### src/rtl/bpsd_pkg.sv
`timescale 1ns / 1ps
`default_nettype none
package bpsd_pkg;

    localparam int COORD_BITS_DEF = 12;
    localparam int MAX_IMAGE_DIM  = 65535;

    // result kinds
    localparam logic [1:0] KIND_PIXEL  = 2'd0;
    localparam logic [1:0] KIND_DONE   = 2'd1;
    localparam logic [1:0] KIND_REJECT = 2'd2;
    localparam logic [1:0] KIND_TRUNC  = 2'd3;

    localparam int FIFO_DEPTH = 4;
    localparam int FIFO_CNT_W = $clog2(FIFO_DEPTH + 1);

    typedef struct packed {
        logic push_a;
        logic push_b;
    } t_push;

    typedef struct packed {
        logic [FIFO_CNT_W-1:0] count;
        logic                  room;
    } t_fifo_status;

endpackage
`default_nettype wire

### src/rtl/bpsd_decode.sv
`timescale 1ns / 1ps
`default_nettype none
module bpsd_decode #(
    parameter int COORD_BITS = bpsd_pkg::COORD_BITS_DEF,
    parameter int RES_W      = 2 + 16 + 2 * COORD_BITS
) (
    input  wire logic                 i_clk,
    input  wire logic                 i_rst_n,
    input  wire logic                 i_cfg_we,
    input  wire logic [1:0]           i_cfg_index,
    input  wire logic [15:0]          i_cfg_data,
    input  wire logic                 i_accept,
    input  wire logic [7:0]           i_byte_value,
    input  wire logic                 i_last_byte,
    output bpsd_pkg::t_push           o_push,
    output logic      [RES_W-1:0]     o_res_a,
    output logic      [RES_W-1:0]     o_res_b
);

    localparam int CW = COORD_BITS + 1;

    localparam logic [1:0] PH_HEADER = 2'd0;
    localparam logic [1:0] PH_SKIP   = 2'd1;
    localparam logic [1:0] PH_DATA   = 2'd2;
    localparam logic [1:0] PH_DRAIN  = 2'd3;

    localparam logic [1:0] CFG_SCREEN_W = 2'd0;
    localparam logic [1:0] CFG_SCREEN_H = 2'd1;
    localparam logic [1:0] CFG_ORIGIN_X = 2'd2;
    localparam logic [1:0] CFG_ORIGIN_Y = 2'd3;

    localparam logic [31:0] OFF_SIG      = 32'd1;
    localparam logic [31:0] OFF_DATA     = 32'd13;
    localparam logic [31:0] OFF_HDR_SIZE = 32'd17;
    localparam logic [31:0] OFF_WIDTH    = 32'd21;
    localparam logic [31:0] OFF_HEIGHT   = 32'd25;
    localparam logic [31:0] OFF_PLANES   = 32'd27;
    localparam logic [31:0] OFF_DEPTH    = 32'd29;
    localparam logic [31:0] OFF_COMPRESS = 32'd33;
    localparam logic [31:0] DATA_MIN     = 32'd34;

    localparam logic [15:0] SIGNATURE    = 16'h4D42;
    localparam logic [31:0] HDR_SIZE_MIN = 32'd40;
    localparam logic [15:0] DEPTH_24     = 16'd24;
    localparam logic [15:0] DEPTH_16     = 16'd16;
    localparam logic [31:0] DIM_MAX      = 32'(bpsd_pkg::MAX_IMAGE_DIM);

    // configuration
    logic [12:0] r_scr_w, r_scr_h;
    logic [15:0] r_org_x, r_org_y;

    // parser state
    logic [1:0]    r_phase, n_phase;
    logic [31:0]   r_offset, n_offset;
    logic [31:0]   r_shift, n_shift;
    logic [31:0]   r_data_start, n_data_start;
    logic [15:0]   r_img_w, n_img_w;
    logic [15:0]   r_img_h, n_img_h;
    logic          r_top_down, n_top_down;
    logic          r_three, n_three;
    logic [CW-1:0] r_clip_w, n_clip_w;
    logic [CW-1:0] r_clip_h, n_clip_h;
    logic [17:0]   r_raw_len, n_raw_len;
    logic [17:0]   r_pad_len, n_pad_len;
    logic [15:0]   r_keep_start, n_keep_start;
    logic [17:0]   r_bir, n_bir;
    logic [15:0]   r_row, n_row;
    logic [15:0]   r_col, n_col;
    logic [1:0]    r_pbi, n_pbi;
    logic [15:0]   r_low, n_low;

    // per-byte decode
    logic [31:0] w_v, w_neg;
    logic [15:0] w_h16;
    logic        w_bad;
    logic        w_pix, w_end, w_trunc;
    logic [1:0]  w_end_kind;
    logic [15:0] w_color, w_out_row;
    logic [17:0] w_raw, w_bir_inc;
    logic [16:0] w_clip_h_ext, w_clip_w_ext;
    logic        w_kept, w_last_row;
    logic [1:0]  w_pbi_last;

    function automatic logic [CW-1:0] clip_extent(input logic [15:0] image,
                                                  input logic [12:0] screen,
                                                  input logic [15:0] origin);
        logic [15:0] o, scr, avail, e;
        logic [16:0] e17, cap17, res;
        o     = origin[15] ? 16'd0 : origin;
        scr   = {3'd0, screen};
        avail = (scr > o) ? scr - o : 16'd0;
        e     = (image < avail) ? image : avail;
        e17   = {1'b0, e};
        cap17 = 17'd1 << COORD_BITS;
        res   = (e17 < cap17) ? e17 : cap17;
        return res[CW-1:0];
    endfunction

    always_ff @(posedge i_clk) begin
        if (!i_rst_n) begin
            r_scr_w <= 13'd320;
            r_scr_h <= 13'd240;
            r_org_x <= 16'd0;
            r_org_y <= 16'd0;
        end else if (i_cfg_we) begin
            case (i_cfg_index)
                CFG_SCREEN_W: r_scr_w <= i_cfg_data[12:0];
                CFG_SCREEN_H: r_scr_h <= i_cfg_data[12:0];
                CFG_ORIGIN_X: r_org_x <= i_cfg_data;
                CFG_ORIGIN_Y: r_org_y <= i_cfg_data;
                default: ;
            endcase
        end
    end

    always_comb begin
        n_phase      = r_phase;
        n_offset     = r_offset;
        n_shift      = r_shift;
        n_data_start = r_data_start;
        n_img_w      = r_img_w;
        n_img_h      = r_img_h;
        n_top_down   = r_top_down;
        n_three      = r_three;
        n_clip_w     = r_clip_w;
        n_clip_h     = r_clip_h;
        n_raw_len    = r_raw_len;
        n_pad_len    = r_pad_len;
        n_keep_start = r_keep_start;
        n_bir        = r_bir;
        n_row        = r_row;
        n_col        = r_col;
        n_pbi        = r_pbi;
        n_low        = r_low;

        w_bad      = 1'b0;
        w_pix      = 1'b0;
        w_end      = 1'b0;
        w_trunc    = 1'b0;
        w_end_kind = bpsd_pkg::KIND_DONE;

        w_v   = {i_byte_value, r_shift[31:8]};
        w_h16 = w_v[31:16];
        w_neg = w_v[31] ? (32'd0 - w_v) : w_v;

        w_raw = r_three ? ({2'd0, r_img_w} + {1'b0, r_img_w, 1'b0})
                        : {1'b0, r_img_w, 1'b0};

        w_clip_h_ext = 17'(r_clip_h);
        w_clip_w_ext = 17'(r_clip_w);
        w_kept     = r_top_down ? ({1'b0, r_row} < w_clip_h_ext) : (r_row >= r_keep_start);
        w_out_row  = r_top_down ? r_row : (r_img_h - 16'd1 - r_row);
        w_last_row = r_top_down ? ({1'b0, r_row} == w_clip_h_ext - 17'd1)
                                : (r_row == r_img_h - 16'd1);
        w_pbi_last = r_three ? 2'd2 : 2'd1;
        w_color    = r_three ? {i_byte_value[7:3], r_low[15:10], r_low[7:3]}
                             : {i_byte_value, r_low[7:0]};
        w_bir_inc  = r_bir + 18'd1;

        case (r_phase)
            PH_HEADER: begin
                n_shift  = w_v;
                n_offset = r_offset + 32'd1;
                if (r_offset == OFF_SIG) begin
                    w_bad = (w_h16 != SIGNATURE);
                end else if (r_offset == OFF_DATA) begin
                    n_data_start = w_v;
                    w_bad = (w_v < DATA_MIN);
                end else if (r_offset == OFF_HDR_SIZE) begin
                    w_bad = (w_v < HDR_SIZE_MIN);
                end else if (r_offset == OFF_WIDTH) begin
                    if (w_v == 32'd0 || w_v[31] || w_v > DIM_MAX) w_bad = 1'b1;
                    else n_img_w = w_v[15:0];
                end else if (r_offset == OFF_HEIGHT) begin
                    n_top_down = w_v[31];
                    if (w_v == 32'd0 || w_neg > DIM_MAX) w_bad = 1'b1;
                    else n_img_h = w_neg[15:0];
                end else if (r_offset == OFF_PLANES) begin
                    w_bad = (w_h16 != 16'd1);
                end else if (r_offset == OFF_DEPTH) begin
                    if (w_h16 == DEPTH_24) n_three = 1'b1;
                    else if (w_h16 == DEPTH_16) n_three = 1'b0;
                    else w_bad = 1'b1;
                end else if (r_offset == OFF_COMPRESS) begin
                    if (w_v != 32'd0) begin
                        w_bad = 1'b1;
                    end else begin
                        n_clip_w = clip_extent(r_img_w, r_scr_w, r_org_x);
                        n_clip_h = clip_extent(r_img_h, r_scr_h, r_org_y);
                        if (n_clip_w == '0 || n_clip_h == '0) begin
                            w_bad = 1'b1;
                        end else begin
                            n_raw_len    = w_raw;
                            n_pad_len    = (w_raw + 18'd3) & ~18'd3;
                            n_keep_start = r_img_h - 16'(n_clip_h);
                            n_phase      = (r_data_start == DATA_MIN) ? PH_DATA : PH_SKIP;
                        end
                    end
                end
                if (w_bad) begin
                    w_end      = 1'b1;
                    w_end_kind = bpsd_pkg::KIND_REJECT;
                    n_phase    = PH_DRAIN;
                end
            end
            PH_SKIP: begin
                if (r_offset + 32'd1 == r_data_start) n_phase = PH_DATA;
                n_offset = r_offset + 32'd1;
            end
            PH_DATA: begin
                if (r_bir < r_raw_len) begin
                    if (r_pbi == w_pbi_last) begin
                        w_pix = w_kept && ({1'b0, r_col} < w_clip_w_ext);
                        n_pbi = 2'd0;
                        n_col = r_col + 16'd1;
                    end else begin
                        if (r_pbi == 2'd0) n_low = {8'd0, i_byte_value};
                        else n_low = {i_byte_value, r_low[7:0]};
                        n_pbi = r_pbi + 2'd1;
                    end
                end
                n_bir = w_bir_inc;
                if (w_bir_inc >= r_pad_len) begin
                    n_bir = 18'd0;
                    n_pbi = 2'd0;
                    n_col = 16'd0;
                    if (w_last_row) begin
                        w_end   = 1'b1;
                        n_phase = PH_DRAIN;
                    end else begin
                        n_row = r_row + 16'd1;
                    end
                end
            end
            default: ;
        endcase

        if (i_last_byte) begin
            w_trunc      = (n_phase != PH_DRAIN);
            // rearm for the next file
            n_phase      = PH_HEADER;
            n_offset     = 32'd0;
            n_shift      = 32'd0;
            n_data_start = 32'd0;
            n_img_w      = 16'd0;
            n_img_h      = 16'd0;
            n_top_down   = 1'b0;
            n_three      = 1'b0;
            n_clip_w     = '0;
            n_clip_h     = '0;
            n_raw_len    = 18'd0;
            n_pad_len    = 18'd0;
            n_keep_start = 16'd0;
            n_bir        = 18'd0;
            n_row        = 16'd0;
            n_col        = 16'd0;
            n_pbi        = 2'd0;
            n_low        = 16'd0;
        end
    end

    // results in order: pixel, then end of file or truncation
    always_comb begin
        o_res_a = '0;
        o_res_b = '0;
        if (w_pix) begin
            o_res_a = {bpsd_pkg::KIND_PIXEL, w_color, r_col[COORD_BITS-1:0],
                       w_out_row[COORD_BITS-1:0]};
            if (w_end) o_res_b = {w_end_kind, (RES_W-2)'(0)};
            else o_res_b = {bpsd_pkg::KIND_TRUNC, (RES_W-2)'(0)};
        end else if (w_end) begin
            o_res_a = {w_end_kind, (RES_W-2)'(0)};
        end else begin
            o_res_a = {bpsd_pkg::KIND_TRUNC, (RES_W-2)'(0)};
        end
        o_push.push_a = i_accept && (w_pix || w_end || w_trunc);
        o_push.push_b = i_accept && w_pix && (w_end || w_trunc);
    end

    always_ff @(posedge i_clk) begin
        if (!i_rst_n) begin
            r_phase      <= PH_HEADER;
            r_offset     <= 32'd0;
            r_shift      <= 32'd0;
            r_data_start <= 32'd0;
            r_img_w      <= 16'd0;
            r_img_h      <= 16'd0;
            r_top_down   <= 1'b0;
            r_three      <= 1'b0;
            r_clip_w     <= '0;
            r_clip_h     <= '0;
            r_raw_len    <= 18'd0;
            r_pad_len    <= 18'd0;
            r_keep_start <= 16'd0;
            r_bir        <= 18'd0;
            r_row        <= 16'd0;
            r_col        <= 16'd0;
            r_pbi        <= 2'd0;
            r_low        <= 16'd0;
        end else if (i_accept) begin
            r_phase      <= n_phase;
            r_offset     <= n_offset;
            r_shift      <= n_shift;
            r_data_start <= n_data_start;
            r_img_w      <= n_img_w;
            r_img_h      <= n_img_h;
            r_top_down   <= n_top_down;
            r_three      <= n_three;
            r_clip_w     <= n_clip_w;
            r_clip_h     <= n_clip_h;
            r_raw_len    <= n_raw_len;
            r_pad_len    <= n_pad_len;
            r_keep_start <= n_keep_start;
            r_bir        <= n_bir;
            r_row        <= n_row;
            r_col        <= n_col;
            r_pbi        <= n_pbi;
            r_low        <= n_low;
        end
    end

endmodule
`default_nettype wire

### src/rtl/bpsd_result_fifo.sv
`timescale 1ns / 1ps
`default_nettype none
module bpsd_result_fifo #(
    parameter int RES_W = 2 + 16 + 2 * bpsd_pkg::COORD_BITS_DEF
) (
    input  wire logic                  i_clk,
    input  wire logic                  i_rst_n,
    input  wire bpsd_pkg::t_push       i_push,
    input  wire logic      [RES_W-1:0] i_res_a,
    input  wire logic      [RES_W-1:0] i_res_b,
    output bpsd_pkg::t_fifo_status     o_status,
    output logic                       o_valid,
    input  wire logic                  i_stall,
    output logic           [RES_W-1:0] o_res
);

    localparam int DEPTH = bpsd_pkg::FIFO_DEPTH;
    localparam int CNTW  = bpsd_pkg::FIFO_CNT_W;

    // entry 0 is the head; entries move down one place on each pop
    logic [RES_W-1:0] r_q [DEPTH];
    logic [RES_W-1:0] n_q [DEPTH];
    logic [CNTW-1:0]  r_count, n_count;
    logic [CNTW-1:0]  w_base;
    logic             w_pop;

    assign o_valid = (r_count != '0);
    assign w_pop   = o_valid && !i_stall;
    assign o_res   = r_q[0];
    assign w_base  = r_count - CNTW'(w_pop);

    // room for the two results a single transaction can produce
    assign o_status.count = r_count;
    assign o_status.room  = (r_count <= CNTW'(bpsd_pkg::FIFO_DEPTH - 2));

    always_comb begin
        n_count = r_count + CNTW'(i_push.push_a) + CNTW'(i_push.push_b) - CNTW'(w_pop);
        for (int i = 0; i < DEPTH; i++) n_q[i] = r_q[i];
        if (w_pop) begin
            for (int i = 0; i < DEPTH - 1; i++) n_q[i] = r_q[i + 1];
        end
        for (int i = 0; i < DEPTH; i++) begin
            if (i_push.push_a && CNTW'(i) == w_base) n_q[i] = i_res_a;
            if (i_push.push_b && CNTW'(i) == w_base + CNTW'(1)) n_q[i] = i_res_b;
        end
    end

    always_ff @(posedge i_clk) begin
        for (int i = 0; i < DEPTH; i++) r_q[i] <= n_q[i];
    end

    always_ff @(posedge i_clk) begin
        if (!i_rst_n) begin
            r_count <= '0;
        end else begin
            r_count <= n_count;
        end
    end

endmodule
`default_nettype wire

### src/rtl/bmp_pixel_stream_decoder_top.sv
// results: written to the result queue on the byte's transaction and offered from its head
// throughput: one byte per cycle while the result queue has room; parser state updates per accepted byte
// a byte causing two results pushes both together; the 4-entry queue absorbs them
// reset: synchronous active-low; parser rearms to header, config returns to 320x240 at 0,0
`timescale 1ns / 1ps
`default_nettype none
module bmp_pixel_stream_decoder_top #(
    parameter int COORD_BITS = bpsd_pkg::COORD_BITS_DEF
) (
    input  wire logic                  i_clk,
    input  wire logic                  i_rst_n,
    input  wire logic                  i_cfg_we,
    input  wire logic [1:0]            i_cfg_index,
    input  wire logic [15:0]           i_cfg_data,
    input  wire logic                  i_valid,
    output logic                       o_stall,
    input  wire logic [7:0]            i_byte_value,
    input  wire logic                  i_last_byte,
    output logic                       o_valid,
    input  wire logic                  i_stall,
    output logic      [1:0]            o_result_kind,
    output logic      [15:0]           o_pixel_color,
    output logic      [COORD_BITS-1:0] o_pixel_column,
    output logic      [COORD_BITS-1:0] o_pixel_row
);

    localparam int RES_W = 2 + 16 + 2 * COORD_BITS;

    bpsd_pkg::t_push        w_push;
    bpsd_pkg::t_fifo_status w_status;
    logic [RES_W-1:0]       w_res_a, w_res_b, w_res;
    logic                   w_accept;

    assign o_stall  = !w_status.room;
    assign w_accept = i_valid && w_status.room;

    bpsd_decode #(
        .COORD_BITS (COORD_BITS),
        .RES_W      (RES_W)
    ) u_decode (
        .i_clk        (i_clk),
        .i_rst_n      (i_rst_n),
        .i_cfg_we     (i_cfg_we),
        .i_cfg_index  (i_cfg_index),
        .i_cfg_data   (i_cfg_data),
        .i_accept     (w_accept),
        .i_byte_value (i_byte_value),
        .i_last_byte  (i_last_byte),
        .o_push       (w_push),
        .o_res_a      (w_res_a),
        .o_res_b      (w_res_b)
    );

    bpsd_result_fifo #(
        .RES_W (RES_W)
    ) u_fifo (
        .i_clk    (i_clk),
        .i_rst_n  (i_rst_n),
        .i_push   (w_push),
        .i_res_a  (w_res_a),
        .i_res_b  (w_res_b),
        .o_status (w_status),
        .o_valid  (o_valid),
        .i_stall  (i_stall),
        .o_res    (w_res)
    );

    assign o_result_kind  = w_res[RES_W-1 -: 2];
    assign o_pixel_color  = w_res[2*COORD_BITS +: 16];
    assign o_pixel_column = w_res[COORD_BITS +: COORD_BITS];
    assign o_pixel_row    = w_res[0 +: COORD_BITS];

`ifndef SYNTHESIS
    a_count_bound: assert property (@(posedge i_clk) disable iff (!i_rst_n)
        w_status.count <= bpsd_pkg::FIFO_CNT_W'(bpsd_pkg::FIFO_DEPTH))
        else $error("result queue overflow");

    a_valid_count: assert property (@(posedge i_clk) disable iff (!i_rst_n)
        o_valid == (w_status.count != '0))
        else $error("output valid disagrees with queue fill");

    a_status_zero: assert property (@(posedge i_clk) disable iff (!i_rst_n)
        (o_valid && o_result_kind != bpsd_pkg::KIND_PIXEL) |->
        (o_pixel_color == 16'd0 && o_pixel_column == '0 && o_pixel_row == '0))
        else $error("status result carries pixel data");

    a_two_push_room: assert property (@(posedge i_clk) disable iff (!i_rst_n)
        w_push.push_b |-> (w_push.push_a && w_status.room))
        else $error("second result pushed without room");
`endif

endmodule
`default_nettype wire

### config.mk
export PLATFORM = sky130hd
export DESIGN_NAME = bmp_pixel_stream_decoder_top
export DESIGN_NICKNAME = d
export VERILOG_FILES = /design/src/rtl/bpsd_pkg.sv /design/src/rtl/bpsd_decode.sv /design/src/rtl/bpsd_result_fifo.sv /design/src/rtl/bmp_pixel_stream_decoder_top.sv
export SDC_FILE = /design/constraint.sdc
export NUM_CORES = 2
export LEC_CHECK = 0
export ABC_AREA = 1
export BUFFER_PORTS_ARGS = -buffer_cell sky130_fd_sc_hd__buf_4
export CAP_MARGIN = 20
export CORE_ASPECT_RATIO = 2
export CORE_UTILIZATION = 68
export DETAILED_ROUTE_END_ITERATION = 8
export GPL_ROUTABILITY_DRIVEN = 0
export PLACE_DENSITY_LB_ADDON = 0.1
export SETUP_SLACK_MARGIN = 0.15
export SLEW_MARGIN = 10
export SYNTH_ARGS = -nofsm -noshare
export SYNTH_HDL_FRONTEND = slang
export SYNTH_HIERARCHICAL = 1
export SYNTH_SLANG_ARGS = --single-unit
### constraint.sdc
create_clock -name i_clk -period 12 [get_ports i_clk]
set_clock_uncertainty 0.1 [all_clocks]
set_input_delay 2.4 -clock i_clk [delete_from_list [all_inputs] [get_ports i_clk]]
set_output_delay 2.4 -clock i_clk [all_outputs]
set_load 0.005 [all_outputs]
Word-level counts from Yosys, hierarchy flattened
Memory sizes are Yosys's and may differ from the RTL's.
Cells that the tools add are included.
{"block": "op_classes", "n_addsub": 19, "order_cmp": 16, "eq_ne": 42, "n_mux": 190, "n_reduce_logical": 67}
{"cell": "$mux W16", "n": 45}
{"cell": "$mux W18", "n": 28}
{"cell": "$mux W42", "n": 11}
{"cell": "$mux W13", "n": 24}
{"cell": "$mux W32", "n": 9}
{"cell": "$eq A32 B5 Y1 const B", "n": 5}
{"cell": "$mux W126", "n": 1}
{"cell": "$eq A32 B6 Y1 const B", "n": 2}
{"cell": "$gt A32 B16 Y1 const B", "n": 2}
{"cell": "$lt A32 B6 Y1 const B", "n": 2}
{"cell": "$mux W2", "n": 24}
{"cell": "$mux W1", "n": 42}
{"cell": "$add A16 B1 Y16 const B", "n": 2}
{"cell": "$add A32 B1 Y32 const B", "n": 1}
{"cell": "$eq A16 B5 Y1 const B", "n": 2}
{"cell": "$eq A32 B1 Y1 const B", "n": 1}
{"cell": "$eq A32 B32 Y1", "n": 1}
{"cell": "$eq A32 B4 Y1 const B", "n": 1}
{"cell": "$gt A13 B16 Y1", "n": 2}
{"cell": "$logic_not A32 Y1", "n": 1}
{"cell": "$lt A16 B13 Y1", "n": 2}
{"cell": "$lt A16 B13 Y1 const B", "n": 2}
{"cell": "$lt A16 B16 Y1", "n": 2}
{"cell": "$reduce_bool A32 Y1", "n": 1}
{"cell": "other kinds (50)", "n": 121}
{"block": "totals", "ff_bits": 339, "ramBits": 168, "in_bits": 32, "output_inout_bits": 44, "wordCells": 359, "n_memories": 1}
{"name": "u_fifo.r_q", "words": 4, "width": 42, "rd": 4, "rd_clocked_by_memory_dff": 0, "wr": 4, "line": "bpsd_result_fifo.sv:21", "rtl": "logic [RES_W-1:0] r_q [DEPTH];"}

Longest topological paths before layout
{"block": "depth", "depth_word": 29, "depth_mapped": 51, "ltp_nobuf": 50}

By module
Netlist, hierarchy kept.
{"mod": "bpsd_decode", "instances": 1, "cells_each": 3589, "area_each_um2": 23487.5, "seq_area_each_um2": 6486.2}
{"mod": "bpsd_result_fifo", "instances": 1, "cells_each": 1179, "area_each_um2": 9457.8, "seq_area_each_um2": 5104.9}
{"mod": "bmp_pixel_stream_decoder_top", "instances": 1, "cells_each": 3, "area_each_um2": 11.3, "seq_area_each_um2": 0.0}

Worst setup path after synthesis
Ideal clock, no wire load.
{"block": "synth_path", "kind": "flip-flop to flip-flop", "startpoint": "register, netlist name u_decode/r_org_y[15]", "endpoint": "memory u_fifo/r_q[0][0] (netlist name) (enable)", "setup_ns": 0.652, "t_arrival_ns": 6.003, "required_ns": 11.248, "path_slack_ns": 5.245, "stages_incl_launch_ff": 47, "n_path_buf": 3, "period_less_slack_ns": 6.755, "cell_sequence": "dfxtp_1 > inv_2 > clkbuf_1 > nand2_1 > ha_1 > a21oi_1 > nand2_1 > a21boi_1 > o21ai_1 > inv_1 > nor2_1 > nor2_1 > o21ai_1 > nand2_1 > nand2_1 > nor2_1 > inv_1 > ha_1 > [11 not listed] > nand3_1 > nand2_1 > nand2_1 > nand2_1 > nand2_1 > nand2_1 > nand2_1 > nand2_1 > nand3b_1 > nand3_1 > nand2_1 > nand2_1 > a21oi_1 > nand2_1 > inv_1 > nand2_2 > buf_1 > nand3_1"}
{"element": "end, declared", "line": "bpsd_result_fifo.sv:21"}

==> load_flow_metrics.sql <==
INSERT INTO impl_metrics (metric_group, metric, value, unit) VALUES
('global_routing', 'grt_start_max_net_pins', '110', ''),
('critical_path', 'critical_path_peak_fanout', '43', ''),
('yosys', 'synth_simple_gate_area_share', '29.6', '%'),
('yosys', 'synth_top_area_share', '19.9', '%'),
('yosys', 'synth.largest_area_cell', 'dfxtp_1', ''),
('route', 'drt_drc_violations_left', '0', ''),
('worst_hold_path', 'hold_start', 'u_decode/r_org_y[7]', ''),
('final_layout', 'num_antenna_cells', '0', ''),
('die', 'floorplan.rows', '113', ''),
('place', 'dp.cells', '5308', ''),
('power', 'cellPowerDensity', '187', 'nW/um^2'),
('critical_path', 'largest_stage_delay_on_the_critical_path', '0.48', 'ns'),
('yosys', 'synth_ff_type', 'dfxtp_1', ''),
('die', 'top_level_ports', '76', ''),
('critical_path', 'timing.critical_path.mode_cell', 'nand2_1', ''),
('final_layout', 'final-instance-count-excl-fill', '5394', ''),
('sta', 'fmaxAchievable', '0.126', 'GHz'),
('sta', 'final_max_slew_viol_count', '0', ''),
('power', 'power_frac_seq', '35.1', '%'),
('final_layout', 'drive_above_1_share', '6.01', '%'),
('yosys', 'synth_xor_area_share', '3.38', '%'),
('sta', 'finalHoldViolCount', '0', ''),
('worst_hold_path', 'min_path_type', 'flip-flop to flip-flop', ''),
('power', 'worst_ir_drop_vdd', '0.166', 'mV'),
('clock_tree', 'cts_inserted_buffers', '45', ''),
('clock_tree', 'cts.repair_timing.setup_buffer_count', '0', ''),
('clock_tree', 'cts-htree-levels', '2', ''),
('sta', 'finalCriticalPeriod', '7.91', 'ns'),
('critical_path', 'timing.critical_path.from_type', 'flip-flop', ''),
('die', 'core-area', '47600', 'um^2'),
('clock_tree', 'clock_sink_count', '495', ''),
('clock_tree', 'post_cts_resized', '0', ''),
('critical_path', 'r2r_setup_slack', '4.09', 'ns'),
('global_routing', 'antenna_violations_before_repair', '0', ''),
('clock_tree', 'clockBufferDepth', '3', ''),
('yosys', 'synth_compound_area_share', '13.0', '%'),
('critical_path', 'critical_path.slowest_cell', 'nand3_2', ''),
('global_routing', 'grt.overflow.total', '0', ''),
('run', 'cap_viol_max_count', '0', ''),
('critical_path', 'worst_ep_arrival_time', '8.09', 'ns'),
('yosys', 'muxShareOfSynthArea', '0.0304', '%'),
('die', 'die_width', '158', 'um'),
('clock_tree', 'worstSkewPairLatency', '0.60', 'ns'),
('clock_tree', 'root_buffer', 'clkbuf_16', ''),
('sta', 'fin_crit_sh', '65.9', '%'),
('die', 'die_area', '49400', 'um^2'),
('final_layout', 'mostFrequentLayoutCell', 'nand2_1', ''),
('yosys', 'post_synth.cell_area_avg', '6.91', 'um^2'),
('route', 'met3_length', '4.55', 'mm'),
('status', 'outcome', 'finished, final reports clean', ''),
('power', 'pwr-share-clk', '22.4', '%'),
('worst_hold_path', 'hold-path-endpoint', 'u_decode/r_org_y[7]', ''),
('sta', 'tightest_slew', '1.17', 'ns'),
('place', 'placement.io_buffers', '75', ''),
('place', 'detailedPlacementHpwl', '68.6', 'mm'),
('yosys', 'synth_top_family_by_area', 'simple AND/OR/NAND/NOR gates', ''),
('sta', 'rsz_0062_raised_after_global_routing', 'no', ''),
('sta', 'finalSetupTns', '0', 'ns'),
('critical_path', 'r2r.worst_path.cells', '46', ''),
('route', 'routed_wl', '91.3', 'mm'),
('route', 'via_per_instance_ratio', '5.79', ''),
('final_layout', 'postLayoutCellArea', '35000', 'um^2'),
('route', 'wl_met2', '46.5', 'mm'),
('yosys', 'synth-async-reset-ratio', '0', '%'),
('worst_hold_path', 'holdPathStages', '2', ''),
('route', 'dr_total_vias', '31300', ''),
('global_routing', 'grt_usage', '37.0', '%'),
('die', 'die_h', '313', 'um'),
('yosys', 'ys_types', '67', ''),
('power', 'total_net_switching_power', '2.72', 'mW'),
('route', 'first_iter_violations', '2576', '');
[sequential cells by signal, summed over array words and instances, names as in the netlist, 18 cells and up]
signal and cells:
u_decode/r_bir 18, u_decode/r_shift 24, u_decode/r_data_start 32, u_decode/r_offset 32, u_fifo/r_q 168, u_decode/r_raw_len 18
[power groups by stage]
stage                     Clock (mW)  Combinational (mW)  Sequential [mW]
after floorplan                    0                2.04             2.30
after global placement             0                2.64             2.33
after detailed placement           0                2.69             2.34
after CTS                       1.49                2.71             2.31
after global routing            1.54                3.13             2.33
final                           1.47                2.79             2.30
[logic make-up after synthesis]
| group | count (synthesis) |
|---|---|
| xor gates and xnor gates | 127 |
| DFF | 495 |
| AOI/OAI and AO/OA | 760 |
| other | 2 |
| buffers and inverters | 916 |
| muxes | 1 |
| and+or+nand+nor | 2277 |
| adders and majority gates | 193 |
[worst max-delay path, delay by kind of cell, from the launching register on]
| family | cells | cell delay [ns] |
|---|---|---|
| and+or+nand+nor | 31 | 3.58 |
| buffers and inverters | 6 | 1.46 |
| AOI/OAI and AO/OA | 7 | 1.41 |
| adders and majority gates | 2 | 0.63 |
| DFF | 1 | 0.33 |
[area by class of cell]
| cell class | count | area [um^2] |
|---|---|---|
| multi-input cells | 3400 | 17800 |
| fillers | 4023 | 12600 |
| flip-flops and latches | 495 | 11600 |
| inverters | 677 | 2550 |
| clock buffers | 63 | 1270 |
| repair buffers | 107 | 841 |
| well taps | 632 | 791 |
| clock inverters | 20 | 191 |
[synthesized netlist by cell type (all sizes together) (4+ instances only)]
master,n
inv,667
xnor2,27
nor4,26
o21bai,13
o2111ai,4
a31o,4
nand3,467
nand4,50
a31oi,18
clkinv,10
nor2,505
o21ai,215
a21oi,378
nand3b,7
o31ai,8
clkbuf,110
or2,25
a211oi,53
ha,186
nor3,83
nand2,1104
a22oi,19
dfxtp,327
fa,7
buf,129
xor2,100
o211ai,9
o22ai,10
a21boi,5
o21a,9
edfxtp,168
[worst max-delay path by stage]
stage / from / endpoint / slack, ns / cells past startpoint
5_1_grt: u_decode/r_org_y[15] / u_fifo/r_q[1][10] / 3.39 / 45
3_5_place_dp: u_decode/r_org_y[15] / u_fifo/r_q[1][5] / 4.04 / 45
2_1_floorplan: u_decode/r_org_y[15] / u_fifo/r_q[0][0] / 5.24 / 46
3_3_place_gp: u_decode/r_org_y[15] / u_fifo/r_q[1][5] / 4.14 / 45
6_report: u_decode/r_org_y[15] / u_fifo/r_q[1][5] / 4.09 / 46
4_1_cts: u_decode/r_org_y[15] / u_fifo/r_q[1][6] / 4.02 / 45
[per-stage QoR]
stage | utilization (%) | power (mW) | worst slack (ns) | hold WS [ns]
final | 73.6 | 6.57 | 4.09 | 0.347
after global routing | 73.6 | 7.01 | 3.39 | 0.369
after CTS | 73.4 | 6.51 | 4.02 | 0.347
after detailed placement | 70.4 | 5.04 | 4.04 | 0.337
after global placement | 70.4 | 4.97 | 4.14 | 0.334
after floorplan | - | 4.34 | 5.24 | 0.324
[metal layers]
layer,global-route usage (%),up-vias
met1,37.3,14200
met5,0,-
met3,4.74,448
met4,29.7,0
met2,67.2,1144
li1,-,15400
Note: power is estimated with default switching activity, not from simulation.
